**src/hdl/svg_pkg.sv**
```systemverilog
// Shared types and constants of the sphere vertex generator.
// Used by the divider cell, the sine pipeline, the top level and the checker.
// Depends on nothing else.
package svg_pkg;

  // Clamps for the ring and sector counts.
  localparam logic [7:0] MAX_RINGS   = 8'd255;
  localparam logic [7:0] MAX_SECTORS = 8'd255;

  // Configuration register indexes.
  localparam logic [1:0] CFG_RING_COUNT   = 2'd0;
  localparam logic [1:0] CFG_SECTOR_COUNT = 2'd1;
  localparam logic [1:0] CFG_RADIUS       = 2'd2;

  // Divider chain: four lanes, one quotient bit per cell.
  localparam int DIV_LANES = 4;
  localparam int DIV_STEPS = 33;
  localparam int LANE_THETA = 0;
  localparam int LANE_PHI   = 1;
  localparam int LANE_U     = 2;
  localparam int LANE_V     = 3;

  typedef struct packed {
    logic [9:0]  rem;
    logic [32:0] work;
  } div_lane_t;

  typedef div_lane_t [DIV_LANES-1:0] div_lanes_t;
  typedef logic [DIV_LANES-1:0][9:0] divisors_t;

  // Sine pipeline: two setup stages, three stages per series term, one final.
  localparam int SINE_STEPS = 5;
  localparam int SINE_LAT   = 2 + 3 * SINE_STEPS + 1;

  localparam logic [30:0] Q30_ONE     = 31'h4000_0000;
  localparam logic [30:0] HALF_PI_Q30 = 31'd1686629713;

  localparam logic [63:0] RECIP_110 = (64'd1 << 38) / 64'd110;
  localparam logic [63:0] RECIP_72  = (64'd1 << 38) / 64'd72;
  localparam logic [63:0] RECIP_42  = (64'd1 << 37) / 64'd42;
  localparam logic [63:0] RECIP_20  = (64'd1 << 36) / 64'd20;
  localparam logic [63:0] RECIP_6   = (64'd1 << 34) / 64'd6;

  localparam logic [6:0] STEP_DIV [SINE_STEPS] = '{7'd110, 7'd72, 7'd42, 7'd20, 7'd6};
  localparam int STEP_SHIFT [SINE_STEPS] = '{38, 38, 37, 36, 34};
  localparam logic [31:0] STEP_RECIP [SINE_STEPS] = '{
    RECIP_110[31:0], RECIP_72[31:0], RECIP_42[31:0], RECIP_20[31:0], RECIP_6[31:0]
  };

  // Delay lines of the top level and total latency.
  localparam int SB_DEPTH = DIV_STEPS + SINE_LAT + 1;
  localparam int UV_DEPTH = SINE_LAT + 1;
  localparam int LATENCY  = SB_DEPTH + 1;

  typedef struct packed {
    logic        point_valid;
    logic        cell_valid;
    logic [15:0] corner;
    logic [15:0] below;
  } sideband_t;

  typedef struct packed {
    logic [30:0] x;
    logic [31:0] x2;
    logic        qneg;
  } sine_carry_t;

endpackage

```
**src/hdl/svg_div_cell.sv**
```systemverilog
// One cell of the divider chain: a restoring step on each of four lanes.
// Takes one dividend bit per lane and appends one quotient bit.
// Depends on svg_pkg.
module svg_div_cell (
  input  logic               clk,
  input  svg_pkg::div_lanes_t lanes_in,
  input  svg_pkg::divisors_t  divisors,
  output svg_pkg::div_lanes_t lanes_out
);
  import svg_pkg::*;

  div_lanes_t  lanes_r;
  div_lanes_t  lanes_nxt;
  logic [10:0] sh   [DIV_LANES];
  logic        ge   [DIV_LANES];

  always_comb begin
    for (int l = 0; l < DIV_LANES; l++) begin
      sh[l] = {lanes_in[l].rem, lanes_in[l].work[32]};
      ge[l] = (sh[l] >= {1'b0, divisors[l]});
      lanes_nxt[l].rem  = ge[l] ? 10'(sh[l] - {1'b0, divisors[l]}) : sh[l][9:0];
      lanes_nxt[l].work = {lanes_in[l].work[31:0], ge[l]};
    end
  end

  always_ff @(posedge clk) begin
    lanes_r <= lanes_nxt;
  end

  assign lanes_out = lanes_r;

endmodule

```
**config.mk**
```make
export PLATFORM = sky130hd
export DESIGN_NAME = svg_div_cell
export DESIGN_NICKNAME = d
export VERILOG_FILES = /design/src/hdl/svg_pkg.sv /design/src/hdl/svg_div_cell.sv
export SDC_FILE = /design/constraint.sdc
export NUM_CORES = 1
export LEC_CHECK = 0
export BUFFER_PORTS_ARGS = -buffer_cell sky130_fd_sc_hd__clkbuf_2
export CORE_AREA = 5 5 147 149
export DETAILED_ROUTE_END_ITERATION = 7
export DIE_AREA = 0 0 152 154
export RECOVER_POWER = 50
export SKIP_CTS_REPAIR_TIMING = 1
export SLEW_MARGIN = 25
export SYNTH_ARGS = -nofsm -noshare
export SYNTH_HDL_FRONTEND = slang
export SYNTH_SLANG_ARGS = --single-unit
```
**constraint.sdc**
```tcl
create_clock -name clk -period 5.65 [get_ports clk]
set_clock_uncertainty 0.05 [all_clocks]
set_input_delay 0.565 -clock clk [delete_from_list [all_inputs] [get_ports clk]]
set_output_delay 0.565 -clock clk [all_outputs]
set_load 0.1 [all_outputs]
```
==> results.py <==
metrics = {
    "placement": {
        "place_congestion": 0.813,
        "place_ws_ps": 3060,
        "dp_hpwl_um": 15500,
        "io_buffer_count": 384,
    },
    "sta": {
        "fmax_ghz": 0.446,
        "worst_slack_ps": 3410,
        "drv_slew": 0,
        "hold_slack_ps": 187,
        "fin_crit_ps": 2240,
        "rsz0062_at_grt": "no",
        "final_hold_viol_count": 0,
        "setup_violations": 0,
        "fin_crit_sh": 0.397,
        "fin_tns_setup_ps": 0,
        "worst_pin_slew_ps": 1240,
        "relSlewSlack": 0.179,
    },
    "cells_and_area": {
        "fillers": 2024,
        "multi_input_area_mm2": 0.00225,
        "layout_commonest_cell": "clkbuf_2",
        "area_delta_synth_final_pct": 47.6,
        "nets": 1134,
        "seq_area_mm2": 0.00344,
        "largest_reg_flops": 172,
        "drive_above_1_share": 0.463,
        "layout_common_cells": "clkbuf_2, dfxtp_1, inv_1",
        "fin_util": 0.435,
    },
    "cts": {
        "root_buffer": "clkbuf_16",
        "clkSinkCount": 172,
        "clk_pin_slew_ps": 80,
        "cts_tree": "done",
        "htree_num_levels": 4,
        "cts_made_buffers": 17,
        "clock_path_buffers": 2,
    },
    "detailed_routing": {
        "postRouteAntennaNets": 0,
        "route.detailed.drc": 0,
        "viasPerCell": 4.19,
        "vias": 4864,
        "wl_per_cell_um": 15.6,
        "drt_pass1_iterations": 4,
        "wirelength_um": 18200,
        "drt_iter0_drc": 154,
    },
    "synth": {
        "synth_top_flop_cell": "dfxtp_1",
        "syn_nets": 731,
        "syn_avg_cell_area_um2": 12.5,
        "synthAdderAreaFrac": 0.0983,
        "synth_edf_count": 0,
        "synth-xor-area-share": 0.0415,
        "netlist.area_leader.share": 0.583,
        "yosys.area.top_type": "dfxtp_1",
        "synth_top_family_by_area": "compound AO/OA/AOI/OAI gates",
        "synth-simple-area-share": 0.0546,
        "synth_cell_types": 35,
        "muxShareOfSynthArea": 0.0856,
        "seq_area_frac_synth": 0.583,
        "ys_seq_elements": 172,
        "postSynth.asyncResetShare": 0,
        "ys_top_cells_by_area": "dfxtp_1, ha_1, mux2_4",
        "yosysWarningCount": 0,
        "syn_inst": 474,
        "syn_area_mm2": 0.00591,
        "synth_compound_area_frac": 0.102,
    },
    "critical_path": {
        "critPathRequiredTime_ps": 5040,
        "path_cells": "clkbuf_1",
        "path_max_fanout": 1,
        "path_delay_family": "buffers and inverters",
        "worstSetupStartpointType": "flop",
        "cp_slowest_cell": "clkbuf_1",
        "worst-path-buf-inv": 1,
        "critPathMaxStageDelay_ps": 900,
        "cp.arrival_ps": 1630,
        "path_class": "reg -> out",
        "critPathCaptureType": "output pin",
        "critical_path.startpoint": "lanes_out[38]",
    },
    "power": {
        "power_density_mw_per_mm2": 441,
        "p_leak_nw": 4.49,
        "ir_drop_v": 0.000182,
        "p_total_mw": 3.84,
    },
    "global_routing": {
        "overflow": 0,
        "antenna_found_initial": 4,
        "grt_pass1_vias": 5231,
        "grt.total_usage": 0.151,
        "grt_pass1_wl_um": 27900,
        "grt_max_degree": 21,
    },
    "die": {
        "io_pins": 385,
        "core_area_mm2": 0.0200,
        "die_w_um": 152,
        "rows": 52,
        "die_h_um": 154,
        "die_area_mm2": 0.0234,
        "start_util": 0.295,
    },
    "min_path": {
        "hold-path-endpoint": "lanes_out[17]",
        "hold_path_depth": 1,
        "hold_path_class": "in -> reg",
        "worstHoldStart": "lanes_in[16]",
    },
    "job": {
        "max_cap_viol_count": 0,
    },
    "run_status": {
        "status": "completed",
    },
}
## routing by layer
layer | part of all wire | vias up | GRT usage
li1 | - | 2437 | -
met1 | 0.38 | 2167 | 0.164
met2 | 0.49 | 230 | 0.261
met3 | 0.099 | 26 | 0.0703
met4 | 0.022 | 4 | 0.0544
met5 | 0.0012 | - | 0
## kinds of logic after synthesis
| kind of cell | after synthesis |
|---|---|
| mux | 36 |
| fa+ha+maj | 44 |
| simple gates | 64 |
| buf+inv | 52 |
| flops | 172 |
| xor+xnor | 28 |
| compound gates | 78 |
## synth_stat cells, drive strengths merged (5+ instances only)
| cell type | instances |
|---|---|
| a21oi | 22 |
| mux2 | 32 |
| ha | 40 |
| nor2b | 5 |
| inv | 52 |
| o21ai | 8 |
| nor4 | 8 |
| nand3 | 8 |
| a21o | 9 |
| xor2 | 8 |
| nand2 | 20 |
| o21a | 8 |
| xnor2 | 20 |
| a211oi | 8 |
| nor2 | 13 |
| dfxtp | 172 |
## power breakdown
part           leakage, nW  switching (mW)  internal [mW]
Clock                0.298           0.576          0.608
Sequential            1.45          0.0314           1.32
Combinational         2.74            1.03          0.273
Total                 4.49            1.64           2.20
## worst max path at each step
stage	slack (ps)	cells after the start	end
floorplan	3310	9	lanes_out[84]
global placement	3110	10	lanes_out[84]
detailed placement	3060	10	lanes_out[84]
CTS	3510	10	lanes_out[170]
global route	3280	9	lanes_out[79]
finish	3410	1	lanes_out[38]
## layout make-up
type / count / share of cell area
Tap cell: 270 / 0.0387
Antenna cell: 2 / 0.000574
Multi-Input combinational cell: 250 / 0.258
Sequential cell: 172 / 0.395
Inverter: 52 / 0.0238
Clock inverter: 15 / 0.0214
Timing Repair Buffer: 384 / 0.214
Clock buffer: 17 / 0.0488
## per-stage QoR
stage	area [µm²]	std cells
finish	8720	1162
global route	8720	1161
CTS	8780	1160
detailed placement	8170	1128
global placement	8170	1128
floorplan	5910	474
No activity file was read; power rests on OpenSTA's default activity.
